[src/design/dics_pkg.sv]
// dics_pkg: shared widths, constants and codes for the compartment step core
// used by dics_serial_mul, dics_serial_div and dual_input_compartment_step_core
// no dependencies
package dics_pkg;

    localparam int DICS_WORD_W    = 32;
    localparam int DICS_MIN_W     = 16;
    localparam int DICS_STAT_W    = 2;
    localparam int DICS_SUM_W     = 64;
    localparam int DICS_PROD_W    = 96;
    localparam int DICS_FRAC_SH   = 40;
    localparam int DICS_DENOM_W   = 65;
    localparam int DICS_NUMER_W   = 97;
    localparam int DICS_DIVN_W    = 99;
    localparam int DICS_DIVD_W    = 66;
    localparam int DICS_QUO_W     = 32;
    localparam int DICS_IDX_W     = 2;

    // 1.0 in the scale of the denominator
    localparam logic [DICS_DENOM_W-1:0] DICS_UNITY = DICS_DENOM_W'(1) << DICS_FRAC_SH;

    localparam logic [DICS_WORD_W-1:0] DICS_ARTERIAL_RST = 32'd19635;
    localparam logic [DICS_WORD_W-1:0] DICS_VENOUS_RST   = 32'd300375;
    localparam logic [DICS_WORD_W-1:0] DICS_OUTFLOW_RST  = 32'd1205712;
    localparam logic [DICS_MIN_W-1:0]  DICS_MIN_INT_RST  = 16'd1;

    localparam logic [DICS_IDX_W-1:0] DICS_IDX_ARTERIAL = 2'd0;
    localparam logic [DICS_IDX_W-1:0] DICS_IDX_VENOUS   = 2'd1;
    localparam logic [DICS_IDX_W-1:0] DICS_IDX_OUTFLOW  = 2'd2;
    localparam logic [DICS_IDX_W-1:0] DICS_IDX_MIN_INT  = 2'd3;

    localparam logic [DICS_STAT_W-1:0] DICS_ST_OK       = 2'd0;
    localparam logic [DICS_STAT_W-1:0] DICS_ST_INTERVAL = 2'd1;
    localparam logic [DICS_STAT_W-1:0] DICS_ST_SAT      = 2'd2;

endpackage

[src/design/dics_serial_mul.sv]
// dics_serial_mul: shift-and-add multiplier, one multiplier bit per cycle
// depends on dics_pkg for default widths
module dics_serial_mul
    import dics_pkg::*;
#(
    parameter int MC_W = DICS_WORD_W,
    parameter int MR_W = DICS_WORD_W
) (
    input  logic                 aclk,
    input  logic                 aresetn,
    input  logic                 start,
    input  logic [MC_W-1:0]      mcand,
    input  logic [MR_W-1:0]      mplier,
    output logic                 done,
    output logic [MC_W+MR_W-1:0] product
);

    localparam int P_W   = MC_W + MR_W;
    localparam int CNT_W = $clog2(MR_W + 1);

    logic [P_W-1:0]   acc_reg, acc_next;
    logic [MC_W-1:0]  mc_reg, mc_next;
    logic [MR_W-1:0]  mr_reg, mr_next;
    logic [CNT_W-1:0] cnt_reg, cnt_next;
    logic             run_reg, run_next;
    logic             done_reg, done_next;
    logic [MC_W:0]    sum;

    assign sum = {1'b0, acc_reg[P_W-1:MR_W]} + {1'b0, {MC_W{mr_reg[0]}} & mc_reg};

    always_comb begin
        acc_next  = acc_reg;
        mc_next   = mc_reg;
        mr_next   = mr_reg;
        cnt_next  = cnt_reg;
        run_next  = run_reg;
        done_next = 1'b0;
        if (start) begin
            acc_next = '0;
            mc_next  = mcand;
            mr_next  = mplier;
            cnt_next = CNT_W'(MR_W);
            run_next = 1'b1;
        end else if (run_reg) begin
            acc_next = {sum, acc_reg[MR_W-1:1]};
            mr_next  = mr_reg >> 1;
            cnt_next = cnt_reg - 1'b1;
            if (cnt_reg == CNT_W'(1)) begin
                run_next  = 1'b0;
                done_next = 1'b1;
            end
        end
    end

    always_ff @(posedge aclk) begin
        if (!aresetn) begin
            cnt_reg  <= '0;
            run_reg  <= 1'b0;
            done_reg <= 1'b0;
        end else begin
            cnt_reg  <= cnt_next;
            run_reg  <= run_next;
            done_reg <= done_next;
        end
    end

    always_ff @(posedge aclk) begin
        acc_reg <= acc_next;
        mc_reg  <= mc_next;
        mr_reg  <= mr_next;
    end

    assign done    = done_reg;
    assign product = acc_reg;

endmodule

[src/design/dics_serial_div.sv]
// dics_serial_div: restoring divider, one quotient bit per cycle
// first step flags a quotient that does not fit; depends on dics_pkg
module dics_serial_div
    import dics_pkg::*;
#(
    parameter int NUM_W = DICS_DIVN_W,
    parameter int DEN_W = DICS_DIVD_W,
    parameter int QUO_W = DICS_QUO_W
) (
    input  logic             aclk,
    input  logic             aresetn,
    input  logic             start,
    input  logic [NUM_W-1:0] numer,
    input  logic [DEN_W-1:0] denom,
    output logic             done,
    output logic             ovf,
    output logic [QUO_W-1:0] quo
);

    localparam int SH_W  = DEN_W + QUO_W;
    localparam int CNT_W = $clog2(QUO_W + 2);

    logic [NUM_W-1:0] rem_reg, rem_next;
    logic [SH_W-1:0]  dsh_reg, dsh_next;
    logic [QUO_W-1:0] q_reg, q_next;
    logic             ovf_reg, ovf_next;
    logic [CNT_W-1:0] cnt_reg, cnt_next;
    logic             run_reg, run_next;
    logic             done_reg, done_next;
    logic             ge;

    assign ge = rem_reg >= NUM_W'(dsh_reg);

    always_comb begin
        rem_next  = rem_reg;
        dsh_next  = dsh_reg;
        q_next    = q_reg;
        ovf_next  = ovf_reg;
        cnt_next  = cnt_reg;
        run_next  = run_reg;
        done_next = 1'b0;
        if (start) begin
            rem_next = numer;
            dsh_next = {denom, {QUO_W{1'b0}}};
            q_next   = '0;
            ovf_next = 1'b0;
            cnt_next = CNT_W'(QUO_W + 1);
            run_next = 1'b1;
        end else if (run_reg) begin
            if (ge) begin
                rem_next = rem_reg - NUM_W'(dsh_reg);
            end
            if (cnt_reg == CNT_W'(QUO_W + 1)) begin
                ovf_next = ge;
            end else begin
                q_next = {q_reg[QUO_W-2:0], ge};
            end
            dsh_next = dsh_reg >> 1;
            cnt_next = cnt_reg - 1'b1;
            if (cnt_reg == CNT_W'(1)) begin
                run_next  = 1'b0;
                done_next = 1'b1;
            end
        end
    end

    always_ff @(posedge aclk) begin
        if (!aresetn) begin
            cnt_reg  <= '0;
            run_reg  <= 1'b0;
            done_reg <= 1'b0;
        end else begin
            cnt_reg  <= cnt_next;
            run_reg  <= run_next;
            done_reg <= done_next;
        end
    end

    always_ff @(posedge aclk) begin
        rem_reg <= rem_next;
        dsh_reg <= dsh_next;
        q_reg   <= q_next;
        ovf_reg <= ovf_next;
    end

    assign done = done_reg;
    assign ovf  = ovf_reg;
    assign quo  = q_reg;

endmodule

[src/design/dual_input_compartment_step_core.sv]
// dual_input_compartment_step_core: backward euler step of a dual-input compartment
// two serial multiply passes and a serial divide; first or rejected samples skip them
// new samples are taken only in idle, after the last result is in the output register
// reset: aresetn synchronous active low, restores rate registers and clears the state
// depends on dics_pkg, dics_serial_mul, dics_serial_div
module dual_input_compartment_step_core
    import dics_pkg::*;
(
    input  logic                   aclk,
    input  logic                   aresetn,
    input  logic                   s_tvalid,
    output logic                   s_tready,
    input  logic [95:0]            s_tdata,   // sample_time, arterial_level, venous_level
    input  logic                   s_tuser,   // first_sample
    output logic                   m_tvalid,
    input  logic                   m_tready,
    output logic [63:0]            m_tdata,   // result_time, tissue_level
    output logic [DICS_STAT_W-1:0] m_tuser,   // status
    input  logic                   cfg_we,
    input  logic [DICS_IDX_W-1:0]  cfg_index,
    input  logic [DICS_WORD_W-1:0] cfg_data
);

    localparam logic [3:0] S_IDLE  = 4'd0;
    localparam logic [3:0] S_CHECK = 4'd1;
    localparam logic [3:0] S_MUL1  = 4'd2;
    localparam logic [3:0] S_SUM   = 4'd3;
    localparam logic [3:0] S_MUL2  = 4'd4;
    localparam logic [3:0] S_NUM   = 4'd5;
    localparam logic [3:0] S_DIVST = 4'd6;
    localparam logic [3:0] S_DIV   = 4'd7;
    localparam logic [3:0] S_FIN   = 4'd8;
    localparam logic [3:0] S_OUT   = 4'd9;

    localparam int W = DICS_WORD_W;

    logic [3:0]             state_reg, state_next;
    logic [W-1:0]           art_rate_reg, art_rate_next;
    logic [W-1:0]           ven_rate_reg, ven_rate_next;
    logic [W-1:0]           out_rate_reg, out_rate_next;
    logic [DICS_MIN_W-1:0]  min_int_reg, min_int_next;
    logic [W-1:0]           last_time_reg, last_time_next;
    logic [W-1:0]           last_level_reg, last_level_next;
    logic                   m_valid_reg, m_valid_next;

    logic                   first_reg, first_next;
    logic [W-1:0]           t_reg, t_next;
    logic [W-1:0]           a_reg, a_next;
    logic [W-1:0]           v_reg, v_next;
    logic [W-1:0]           dt_reg, dt_next;
    logic                   sn_reg, sn_next;
    logic [DICS_DENOM_W-1:0] den_reg, den_next;
    logic [DICS_NUMER_W-1:0] num_reg, num_next;
    logic                   nn_reg, nn_next;
    logic [W-1:0]           res_time_reg, res_time_next;
    logic [W-1:0]           res_level_reg, res_level_next;
    logic [DICS_STAT_W-1:0] res_stat_reg, res_stat_next;
    logic [W-1:0]           m_time_reg, m_time_next;
    logic [W-1:0]           m_level_reg, m_level_next;
    logic [DICS_STAT_W-1:0] m_stat_reg, m_stat_next;

    logic [W-1:0]            am, vm, cm, dt_full;
    logic                    an, vn, cn, bad;
    logic [DICS_SUM_W-1:0]   p_art, p_ven, p_out, s_mag;
    logic [DICS_PROD_W-1:0]  p_dt;
    logic                    s_neg;
    logic [DICS_NUMER_W-1:0] c_sh, d_sh, num_mag;
    logic                    num_neg;
    logic [DICS_DIVN_W-1:0]  div_n;
    logic [DICS_DIVD_W-1:0]  div_d;
    logic                    done_art, done_ven, done_out, done_dt, done_div;
    logic                    div_ovf;
    logic [DICS_QUO_W-1:0]   quo;
    logic                    start1, start2, start_div;
    logic [W-1:0]            fin_level;
    logic [DICS_STAT_W-1:0]  fin_stat;

    assign an = a_reg[W-1];
    assign vn = v_reg[W-1];
    assign cn = last_level_reg[W-1];
    assign am = an ? (~a_reg + 1'b1) : a_reg;
    assign vm = vn ? (~v_reg + 1'b1) : v_reg;
    assign cm = cn ? (~last_level_reg + 1'b1) : last_level_reg;

    assign dt_full = t_reg - last_time_reg;
    assign bad     = (t_reg < last_time_reg) || (dt_full < W'(min_int_reg));

    // sign-magnitude sum of the two inflow terms
    always_comb begin
        if (an == vn) begin
            s_mag = p_art + p_ven;
            s_neg = an;
        end else if (p_art >= p_ven) begin
            s_mag = p_art - p_ven;
            s_neg = an;
        end else begin
            s_mag = p_ven - p_art;
            s_neg = vn;
        end
    end

    assign c_sh = DICS_NUMER_W'({cm, {DICS_FRAC_SH{1'b0}}});
    assign d_sh = DICS_NUMER_W'(p_dt);

    always_comb begin
        if (cn == sn_reg) begin
            num_mag = c_sh + d_sh;
            num_neg = cn;
        end else if (c_sh >= d_sh) begin
            num_mag = c_sh - d_sh;
            num_neg = cn;
        end else begin
            num_mag = d_sh - c_sh;
            num_neg = sn_reg;
        end
    end

    // rounding to nearest: (2|num| + den) / (2 den)
    assign div_n = DICS_DIVN_W'({num_reg, 1'b0}) + DICS_DIVN_W'(den_reg);
    assign div_d = {den_reg, 1'b0};

    always_comb begin
        fin_stat = DICS_ST_OK;
        if (nn_reg) begin
            if (div_ovf || (quo > 32'h8000_0000)) begin
                fin_level = 32'h8000_0000;
                fin_stat  = DICS_ST_SAT;
            end else begin
                fin_level = ~quo + 1'b1;
            end
        end else begin
            if (div_ovf || quo[DICS_QUO_W-1]) begin
                fin_level = 32'h7FFF_FFFF;
                fin_stat  = DICS_ST_SAT;
            end else begin
                fin_level = quo;
            end
        end
    end

    assign start1    = (state_reg == S_CHECK) && !first_reg && !bad;
    assign start2    = (state_reg == S_SUM);
    assign start_div = (state_reg == S_DIVST);

    dics_serial_mul #(.MC_W(W), .MR_W(W)) u_mul_art (
        .aclk(aclk), .aresetn(aresetn), .start(start1),
        .mcand(art_rate_reg), .mplier(am), .done(done_art), .product(p_art)
    );

    dics_serial_mul #(.MC_W(W), .MR_W(W)) u_mul_ven (
        .aclk(aclk), .aresetn(aresetn), .start(start1),
        .mcand(ven_rate_reg), .mplier(vm), .done(done_ven), .product(p_ven)
    );

    dics_serial_mul #(.MC_W(W), .MR_W(W)) u_mul_out (
        .aclk(aclk), .aresetn(aresetn), .start(start1),
        .mcand(out_rate_reg), .mplier(dt_full), .done(done_out), .product(p_out)
    );

    dics_serial_mul #(.MC_W(DICS_SUM_W), .MR_W(W)) u_mul_dt (
        .aclk(aclk), .aresetn(aresetn), .start(start2),
        .mcand(s_mag), .mplier(dt_reg), .done(done_dt), .product(p_dt)
    );

    dics_serial_div #(.NUM_W(DICS_DIVN_W), .DEN_W(DICS_DIVD_W), .QUO_W(DICS_QUO_W)) u_div (
        .aclk(aclk), .aresetn(aresetn), .start(start_div),
        .numer(div_n), .denom(div_d), .done(done_div), .ovf(div_ovf), .quo(quo)
    );

    always_comb begin
        state_next      = state_reg;
        art_rate_next   = art_rate_reg;
        ven_rate_next   = ven_rate_reg;
        out_rate_next   = out_rate_reg;
        min_int_next    = min_int_reg;
        last_time_next  = last_time_reg;
        last_level_next = last_level_reg;
        m_valid_next    = m_valid_reg && !m_tready;
        first_next      = first_reg;
        t_next          = t_reg;
        a_next          = a_reg;
        v_next          = v_reg;
        dt_next         = dt_reg;
        sn_next         = sn_reg;
        den_next        = den_reg;
        num_next        = num_reg;
        nn_next         = nn_reg;
        res_time_next   = res_time_reg;
        res_level_next  = res_level_reg;
        res_stat_next   = res_stat_reg;
        m_time_next     = m_time_reg;
        m_level_next    = m_level_reg;
        m_stat_next     = m_stat_reg;

        if (cfg_we) begin
            unique case (cfg_index)
                DICS_IDX_ARTERIAL: art_rate_next = cfg_data;
                DICS_IDX_VENOUS:   ven_rate_next = cfg_data;
                DICS_IDX_OUTFLOW:  out_rate_next = cfg_data;
                DICS_IDX_MIN_INT:  min_int_next  = cfg_data[DICS_MIN_W-1:0];
            endcase
        end

        unique case (state_reg)
            S_IDLE: begin
                if (s_tvalid) begin
                    first_next = s_tuser;
                    t_next     = s_tdata[31:0];
                    a_next     = s_tdata[63:32];
                    v_next     = s_tdata[95:64];
                    state_next = S_CHECK;
                end
            end
            S_CHECK: begin
                if (first_reg) begin
                    res_time_next   = '0;
                    res_level_next  = '0;
                    res_stat_next   = DICS_ST_OK;
                    last_time_next  = t_reg;
                    last_level_next = '0;
                    state_next      = S_OUT;
                end else if (bad) begin
                    res_time_next  = t_reg;
                    res_level_next = last_level_reg;
                    res_stat_next  = DICS_ST_INTERVAL;
                    state_next     = S_OUT;
                end else begin
                    dt_next    = dt_full;
                    state_next = S_MUL1;
                end
            end
            S_MUL1: begin
                if (done_art && done_ven && done_out) begin
                    state_next = S_SUM;
                end
            end
            S_SUM: begin
                sn_next    = s_neg;
                den_next   = DICS_UNITY + DICS_DENOM_W'(p_out);
                state_next = S_MUL2;
            end
            S_MUL2: begin
                if (done_dt) begin
                    state_next = S_NUM;
                end
            end
            S_NUM: begin
                num_next   = num_mag;
                nn_next    = num_neg;
                state_next = S_DIVST;
            end
            S_DIVST: begin
                state_next = S_DIV;
            end
            S_DIV: begin
                if (done_div) begin
                    state_next = S_FIN;
                end
            end
            S_FIN: begin
                res_time_next   = t_reg;
                res_level_next  = fin_level;
                res_stat_next   = fin_stat;
                last_time_next  = t_reg;
                last_level_next = fin_level;
                state_next      = S_OUT;
            end
            S_OUT: begin
                if (!m_valid_reg || m_tready) begin
                    m_valid_next = 1'b1;
                    m_time_next  = res_time_reg;
                    m_level_next = res_level_reg;
                    m_stat_next  = res_stat_reg;
                    state_next   = S_IDLE;
                end
            end
            default: state_next = S_IDLE;
        endcase
    end

    always_ff @(posedge aclk) begin
        if (!aresetn) begin
            state_reg      <= S_IDLE;
            art_rate_reg   <= DICS_ARTERIAL_RST;
            ven_rate_reg   <= DICS_VENOUS_RST;
            out_rate_reg   <= DICS_OUTFLOW_RST;
            min_int_reg    <= DICS_MIN_INT_RST;
            last_time_reg  <= '0;
            last_level_reg <= '0;
            m_valid_reg    <= 1'b0;
        end else begin
            state_reg      <= state_next;
            art_rate_reg   <= art_rate_next;
            ven_rate_reg   <= ven_rate_next;
            out_rate_reg   <= out_rate_next;
            min_int_reg    <= min_int_next;
            last_time_reg  <= last_time_next;
            last_level_reg <= last_level_next;
            m_valid_reg    <= m_valid_next;
        end
    end

    always_ff @(posedge aclk) begin
        first_reg     <= first_next;
        t_reg         <= t_next;
        a_reg         <= a_next;
        v_reg         <= v_next;
        dt_reg        <= dt_next;
        sn_reg        <= sn_next;
        den_reg       <= den_next;
        num_reg       <= num_next;
        nn_reg        <= nn_next;
        res_time_reg  <= res_time_next;
        res_level_reg <= res_level_next;
        res_stat_reg  <= res_stat_next;
        m_time_reg    <= m_time_next;
        m_level_reg   <= m_level_next;
        m_stat_reg    <= m_stat_next;
    end

    assign s_tready = (state_reg == S_IDLE);
    assign m_tvalid = m_valid_reg;
    assign m_tdata  = {m_level_reg, m_time_reg};
    assign m_tuser  = m_stat_reg;

endmodule

[config.mk]
export PLATFORM = sky130hd
export DESIGN_NAME = dual_input_compartment_step_core
export DESIGN_NICKNAME = d
export VERILOG_FILES = /design/src/design/dics_pkg.sv /design/src/design/dics_serial_mul.sv /design/src/design/dics_serial_div.sv /design/src/design/dual_input_compartment_step_core.sv
export SDC_FILE = /design/constraint.sdc
export NUM_CORES = 2
export LEC_CHECK = 0
export BUFFER_PORTS_ARGS = -buffer_cell sky130_fd_sc_hd__clkbuf_2
export CAP_MARGIN = 25
export CORE_UTILIZATION = 35
export CTS_CLUSTER_DIAMETER = 150
export CTS_CLUSTER_SIZE = 16
export DETAILED_ROUTE_END_ITERATION = 10
export REMOVE_ABC_BUFFERS = 1
export SLEW_MARGIN = 30
export SYNTH_ARGS = -nofsm -noshare
export SYNTH_HDL_FRONTEND = slang
export SYNTH_SLANG_ARGS = --single-unit
[constraint.sdc]
create_clock -name aclk -period 8.2 [get_ports aclk]
set_input_delay 0.82 -clock aclk [delete_from_list [all_inputs] [get_ports aclk]]
set_output_delay 0.82 -clock aclk [all_outputs]
set_load 0.01 [all_outputs]
Word-level counts from Yosys, hierarchy flattened
Index checks and enable logic that the tools add are counted.
{"block": "totals", "input_bits": 136, "mem_bits_rw": 0, "word_cells": 259, "latchBits": 0, "mem_bits_ro": 0, "n_memories": 0, "ff_bits": 1452}
{"block": "op_classes", "bitwise_logic": 17, "n_lt_le_gt_ge": 6, "n_addsub": 23, "eq_ne": 27, "shifts": 0, "reduce_logical": 43, "n_mul": 0, "div_mod_pow": 0, "mux": 83}
{"op": "32-bit two-way mux", "count": 20}
{"op": "99-bit two-way mux", "count": 3}
{"op": "32-bit one-hot mux with 2 select lines", "count": 4}
{"op": "98-bit two-way mux", "count": 2}
{"op": "97-bit two-way mux", "count": 2}
{"op": "32-bit by 1-bit adder with 32-bit output, second input constant", "count": 4}
{"op": "64-bit two-way mux", "count": 2}
{"op": "32-bit inverter", "count": 4}
{"op": "64-bit subtractor", "count": 2}
{"op": "32-bit by 32-bit adder with 33-bit output", "count": 3}
{"op": "98-bit by 65-bit adder with 99-bit output", "count": 1}
{"op": "99-bit by 98-bit greater-or-equal comparator with 1-bit output", "count": 1}
{"op": "99-bit by 98-bit subtractor with 99-bit output", "count": 1}
{"op": "72-bit by 96-bit adder with 97-bit output", "count": 1}
{"op": "72-bit by 96-bit subtractor with 97-bit output", "count": 1}
{"op": "96-bit by 72-bit subtractor with 97-bit output", "count": 1}
{"op": "32-bit bitwise AND", "count": 3}
{"op": "72-bit by 96-bit greater-or-equal comparator with 1-bit output", "count": 1}
{"op": "41-bit by 64-bit adder with 65-bit output, first input constant", "count": 1}
{"op": "64-bit by 64-bit adder with 65-bit output", "count": 1}
{"op": "64-bit adder", "count": 1}
{"op": "64-bit bitwise AND", "count": 1}
{"op": "64-bit greater-or-equal comparator", "count": 1}
{"op": "6-bit two-way mux", "count": 10}
{"op": "34 further kinds", "count": 128}

Longest topological paths before layout
{"block": "depth", "word_depth": 6, "depth_mapped": 24}

Cells and area by module
From an unflattened synthesis, not the netlist that was laid out.
{"block": "unflattened", "hier_cells": 10831, "area_unflattened_um2": 96551.4}
{"module": "dual_input_compartment_step_core", "area_per_inst_um2": 49312.3, "n_inst": 1, "cells_each": 5978, "seq_area_each_um2": 16385.7}
{"module": "dics_serial_div", "area_per_inst_um2": 15897.7, "n_inst": 1, "cells_each": 1836, "seq_area_each_um2": 6416.2}
{"module": "dics_serial_mul (u_mul_out ...)", "area_per_inst_um2": 6745.2, "n_inst": 2, "cells_each": 618, "seq_area_each_um2": 3363.2}
{"module": "dics_serial_mul (u_mul_dt)", "area_per_inst_um2": 11014.3, "n_inst": 1, "cells_each": 1133, "seq_area_each_um2": 4964.8}
{"module": "dics_serial_mul (u_mul_art)", "area_per_inst_um2": 6836.6, "n_inst": 1, "cells_each": 648, "seq_area_each_um2": 3363.2}

Least setup slack after synthesis
No wires, ideal clock.
{"block": "synth_timing", "kind": "flip-flop to flip-flop", "start": "register last_time_reg[1]", "end": "register u_mul_art.mr_reg[0] (enable)", "t_required_ns": 7.734, "arrival_time_ns": 5.497, "path_stages_with_launch": 18, "period_less_slack_ns": 5.963, "n_path_buf": 0, "path_slack_ns": 2.237, "setup_time_ns": 0.466, "path_cell_list": "dfxtp_1 > inv_1 > ha_1 > nor2b_1 > o31a_1 > o31ai_2 > a211oi_1 > or3_1 > a21oi_1 > xnor2_1 > ha_1 > nand4_1 > nor4_1 > a2111oi_0 > nand4_1 > or3b_1 > nand2_1 > o21ai_0"}
{"block": "synth_between", "elab_chain_len": 6}
{"element": "start, declared", "line_no": "dual_input_compartment_step_core.sv:42", "source": "logic [W-1:0] last_time_reg, last_time_next;"}
{"element": "start signal, assigned", "line_no": "dual_input_compartment_step_core.sv:297", "source": "last_time_reg <= last_time_next;"}
{"element": "32-bit subtractor", "line_no": "dual_input_compartment_step_core.sv:85", "source": "assign dt_full = t_reg - last_time_reg;"}
{"element": "via dt_full[13]", "line_no": "dual_input_compartment_step_core.sv:62", "source": "logic [W-1:0] am, vm, cm, dt_full;"}
{"element": "32-bit by 16-bit less-than comparator with 1-bit output", "line_no": "dual_input_compartment_step_core.sv:86", "source": "assign bad = (t_reg < last_time_reg) || (dt_full < W'(min_int_reg));"}
{"element": "1-bit logical OR", "line_no": "dual_input_compartment_step_core.sv:86"}
{"element": "1-bit zero test", "line_no": "dual_input_compartment_step_core.sv:141", "source": "assign start1 = (state_reg == S_CHECK) && !first_reg && !bad;"}
{"element": "1-bit logical AND", "line_no": "dual_input_compartment_step_core.sv:141"}
{"element": "2-bit nonzero test (no line)"}
{"element": "end signal, assigned", "line_no": "dics_serial_mul.sv:70", "source": "mr_reg <= mr_next;"}
{"element": "end, declared", "line_no": "dics_serial_mul.sv:23", "source": "logic [MR_W-1:0] mr_reg, mr_next;"}
The timed path passes the listed nets, and every way through them passes these cells.
A chain may end at the register's enable or synchronous reset.

Worst setup path in the final report
{"block": "layout_timing", "start": "register last_level_reg[6]", "end": "register num_reg[84], data pin"}
{"block": "layout_between", "elab_chain_len": 6}
{"element": "start, declared", "line_no": "dual_input_compartment_step_core.sv:43", "source": "logic [W-1:0] last_level_reg, last_level_next;"}
{"element": "start signal, assigned", "line_no": "dual_input_compartment_step_core.sv:298", "source": "last_level_reg <= last_level_next;"}
{"element": "32-bit inverter", "line_no": "dual_input_compartment_step_core.sv:83", "source": "assign cm = cn ? (~last_level_reg + 1'b1) : last_level_reg;"}
{"element": "32-bit by 1-bit adder with 32-bit output", "line_no": "dual_input_compartment_step_core.sv:83"}
{"element": "32-bit two-way mux (*)", "line_no": "dual_input_compartment_step_core.sv:83"}
{"element": "96-bit by 72-bit subtractor with 97-bit output (tied with other cells)", "line_no": "dual_input_compartment_step_core.sv:113", "source": "num_mag = d_sh - c_sh;"}
{"element": "97-bit two-way mux", "line_no": "dual_input_compartment_step_core.sv:109", "source": "end else if (c_sh >= d_sh) begin"}
{"element": "97-bit two-way mux (*)", "line_no": "dual_input_compartment_step_core.sv:106", "source": "if (cn == sn_reg) begin"}
{"element": "via num_mag[84]", "line_no": "dual_input_compartment_step_core.sv:67", "source": "logic [DICS_NUMER_W-1:0] c_sh, d_sh, num_mag;"}
{"element": "end signal, assigned", "line_no": "dual_input_compartment_step_core.sv:311", "source": "num_reg <= num_next;"}
{"element": "end, declared", "line_no": "dual_input_compartment_step_core.sv:53", "source": "logic [DICS_NUMER_W-1:0] num_reg, num_next;"}
The timed path passes the listed nets; every way through them passes the cells marked *.

==> run summary <==
The flow ran to the end, and the final reports show no timing, DRC or antenna violations. The actual transition at the worst max-transition pin is roughly 1.0 ns. The via count came out at just under 80000.

Routability-driven placement finished with a final weighted congestion of about 0.98. For this run, global-route usage on met3 was measured as 2.362%. The number of buffers and inverters on the critical path is 3. The largest fanout on the critical path came out at 24. The count of endpoints failing setup in the final report came out at 0. In the synthesized netlist the async set-or-reset flop fraction comes to 0%.

The signal on the critical path passes through or4_1, nor4_1, nand2b_1, or3_1, or3_1, or3_1, or4b_2, inv_1, ha_1, nand4_1, nor2_1, nand2_1, a311o_1, a211oi_1, a21oi_1, buf_4, nor2_2, buf_4, nand2_1, a31oi_1, xor2_1. The number of cells upsized or downsized after cts is 0. Setup repair after global routing left no endpoint under its margin. The worst slack at placement is around 1.1 ns. The final worst clock skew came out at about 0.078 ns. The data required time at the worst endpoint came out at 8.69 ns.

From synthesis to final layout, the design area changed by 8.031%. The first global-routing pass estimated around 470000 um of wire. The layer flagged by global routing as most heavily used is met2. The clock period minus final worst setup slack came out at ~7 ns. The DRC marker count from the first detailed-route iteration is 6711. In this run the tightest slew margin relative to its limit is about a third. The number of violations of the max-capacitance limit is 0. Once detail routing completed, the nets flagged for antenna violations numbered 0. Once the floorplan was initialized, standard cells occupied a little over a third of the core. The data arrival time of the critical path is 7.59 ns.

The global route total overflow is 0. The switching portion of total power came out at 45.22%. The worst-path cell with the longest stage delay is or4b_2.

STA classifies the critical path endpoint as a register. The critical path is of the reg -> reg type. The number of cell rows came out at roughly 190. The fraction of power consumed by sequential logic is about a third. The length in cells of the worst reg-to-reg path is 21.

The post-synthesis sequential area ratio came out at about two fifths. The sink count of the clock tree is 1452. The portion of synthesized cell area occupied by the leading cell type is 28.03%. The number of distinct library cells after synthesis is roughly 100. In the layout the commonest cells are 1233 x nand2_1, 1008 x nor2_1, 995 x a21oi_1. The cell accounting for the most synthesized area is edfxtp_1.

After the last flow step, the layout net total stands at between 10000 and 15000. Yosys mapped a number of flops with a built-in enable equal to between 800 and 900. The cell area that synthesis handed to floorplanning was 0.09395 mm2. The depth of the critical timing path with buffers and inverters included is 21.

After layout, the worst setup slack is about 1.1 ns. Hold repair after CTS inserted 0 buffers. Across all hold checks on the routed design, the worst slack comes to approximately 0.21 ns.

Counting instances, the worst hold path has a depth of 1. The area taken by flip-flops and latches is between 0.03 and 0.04 mm2. The share of cells above drive strength 1 came out at roughly 5.6%. The H-tree level count is 3. The flip-flop and latch count after synthesis came out at between 1000 and 1500. The routing usage on met1 is around 30%.

By area the synthesized netlist is led by edfxtp_1 28%, dfxtp_1 12%, ha_1 8.9%, a21oi_1 5.3%, nand2_1 5.0%. Derived from the worst setup path, the maximum achievable clock frequency is about 140 MHz. The area after detailed placement is 0.09840 mm2. The final design area excluding fillers came out at about 0.1 mm2. The floorplan step defined a die boundary enclosing around 0.27 mm2. The static power due to leakage came out at around 0.040 uW. For this run, the share of the core covered by cells in the final layout is between 30% and 40%. The clock share of power came out at roughly 17%. The core region is 0.2660 mm2. The die height is approximately 520 um.

The number of port buffers is ~200. The overall track demand over capacity in global routing came out at between 20% and 30%. Clock-pin slew was measured on the worst setup and hold paths at about 0.090 ns. The number of buffers between clock root and the deepest sink came out at 3. On the critical path the largest part of the delay comes from simple AND/OR/NAND/NOR gates. Using the TritonRoute via totals, the vias-per-cell ratio works out to around 5.5. The total detailed-routing wirelength is around 310000 um. The number of buffers added for setup after CTS is 0. The startpoint identified for the worst register-to-register timing path is last_level_reg[6]$_SDFFE_PN0P_. The warning count from the yosys run came out at 0. Synthesis handed over a netlist of between 10000 and 15000 instances. Internal power comes to 16640 uW. The tightest min-delay check is of the in -> reg type. The fill cell instance count of the final layout came out at 26880.

The combinational cell fraction of total power is around 49%. TritonCTS created 101 clock buffers. In this run the power spent charging and discharging nets is approximately 14000 uW. The number of pins exceeding their max-slew limit in the final report is 0. The number of global-route vias before repair is between 70000 and 80000. The worst voltage drop across the vdd grid is approximately 0.00025 V. The primary flip-flop cell chosen by synthesis mapping is edfxtp_1. CTS placed an instance of clkbuf_16 at the clock tree root. The delay of the slowest cell on the worst path came out at a little over 0.7 ns. The number of flip-flops in the largest register came out at 99. The die outline width came out at around 520 um. The area of the multi-input gates is between 0.05 and 0.06 mm2.

TritonCTS built the clock tree. The cell that appears most often on the critical path is or3_1. The number of design rule violations left after detail routing is 0.

The wire length per cell came out at ~22 um. The worst setup path is launched from a register. The detailed-router iteration count before antenna repair came out at 8. The number of antenna violations at the first check in global routing is 25. The launch point of the critical path is last_level_reg[6]$_SDFFE_PN0P_.

The post-route fraction of the period consumed by the critical path is 86.57%. The library cell used most frequently in the layout, excluding fill and tap cells, is nand2_1. The global routing usage on met2 came out at between 30% and 40%. The start point of the worst hold path is s_tdata[19]. The largest net degree at the start of global routing came out at approximately 180.

The power per cell area is 299.3 mW/mm2. At the later pin of the worst-skew pair, clock insertion delay measures 0.82 ns. The synthesized area per cell came out at just under 9 um2. The number of hold violations in the final report came out at 0. The number of top-level pins is between 200 and 250. The placed wire-length estimate after detailed placement is between 200000 and 250000 um.
==> metrics by stage <==
stage	power [uW]	instances	setup TNS, ns
floorplan	20000	10080	-909.64
global route	32050	14100	0
detailed placement	25150	13910	0
CTS	30250	14090	0
finish	30380	14100	0
global placement	24980	13900	0
==> worst paths after layout <==
path	to	slack (ns)
worst max-delay path	num_reg[84]$_DFFE_PP_	1.10
worst min-delay path	t_reg[19]$_DFFE_PP_	0.21
worst max register to register	num_reg[84]$_DFFE_PP_	1.10
worst min register to register	den_reg[12]$_DFFE_PP_	0.40
==> cell usage after synthesis (all sizes together) (16+ instances only) <==
cell type and n:
a211oi 104, a21boi 184, a21o 313, a21oi 1001, a221oi 24, a31oi 73, a41oi 16, and2 232
and3 58, buf 84, clkbuf 429, dfxtp 575, edfxtp 877, ha 670, inv 572, mux2 43
mux2i 302, nand2 1240, nand2b 79, nand3 242, nand4 144, nor2 1013, nor2b 79, nor3 185
nor4 60, o211ai 42, o21a 76, o21ai 517, o21bai 156, o221ai 18, o31a 26, o31ai 75
o41ai 38, or2 36, or3 81, or4 44, xnor2 368, xor2 259
==> worst register-to-register path, stage by stage (launching register included) <==
cell,delay [ns]
dfxtp_1,0.38
or4_1,0.63
nor4_1,0.28
nand2b_1,0.12
or3_1,0.41
or3_1,0.42
or3_1,0.43
or4b_2,0.71
inv_1,0.13
ha_1,0.43
nand4_1,0.36
nor2_1,0.26
nand2_1,0.09
a311o_1,0.36
a211oi_1,0.36
a21oi_1,0.27
buf_4,0.24
nor2_2,0.10
buf_4,0.30
nand2_1,0.27
a31oi_1,0.23
xor2_1,0.08
==> cell type report <==
cell class	instances	area share, %
Antenna cell	4	0.009862
Multi-Input combinational cell	8049	51.38
Clock buffer	181	2.796
Inverter	574	2.130
Tap cell	3533	4.355
Clock inverter	8	0.1245
Timing Repair Buffer	301	1.893
Sequential cell	1452	37.31
==> cells by family after synthesis <==
logic type	after synthesis	synth area share, %
multiplexers	345	3.797
XOR/XNOR	627	5.845
flip-flops	1452	40.28
adder cells (fa/ha/maj)	682	9.178
buffers and inverters	1087	4.457
AND/OR/NAND/NOR	3561	17.43
AO/OA/AOI/OAI	2834	19.01
==> power groups by stage <==
stage,combinational (uW),clock (uW),sequential (uW)
after global placement,14400,0,10600
final,14800,5050,10500
after detailed placement,14500,0,10700
after global routing,16000,5420,10600
after CTS,14600,5200,10500
after floorplan,9770,0,10200
==> per-layer routing <==
metal | up-vias | part of all wire (%)
met1 | 37880 | 45
met4 | 18 | 4.0
met2 | 2423 | 46
met5 | - | 0.039
met3 | 472 | 5.3
li1 | 37470 | -
No activity file was read; power rests on OpenSTA's default activity.
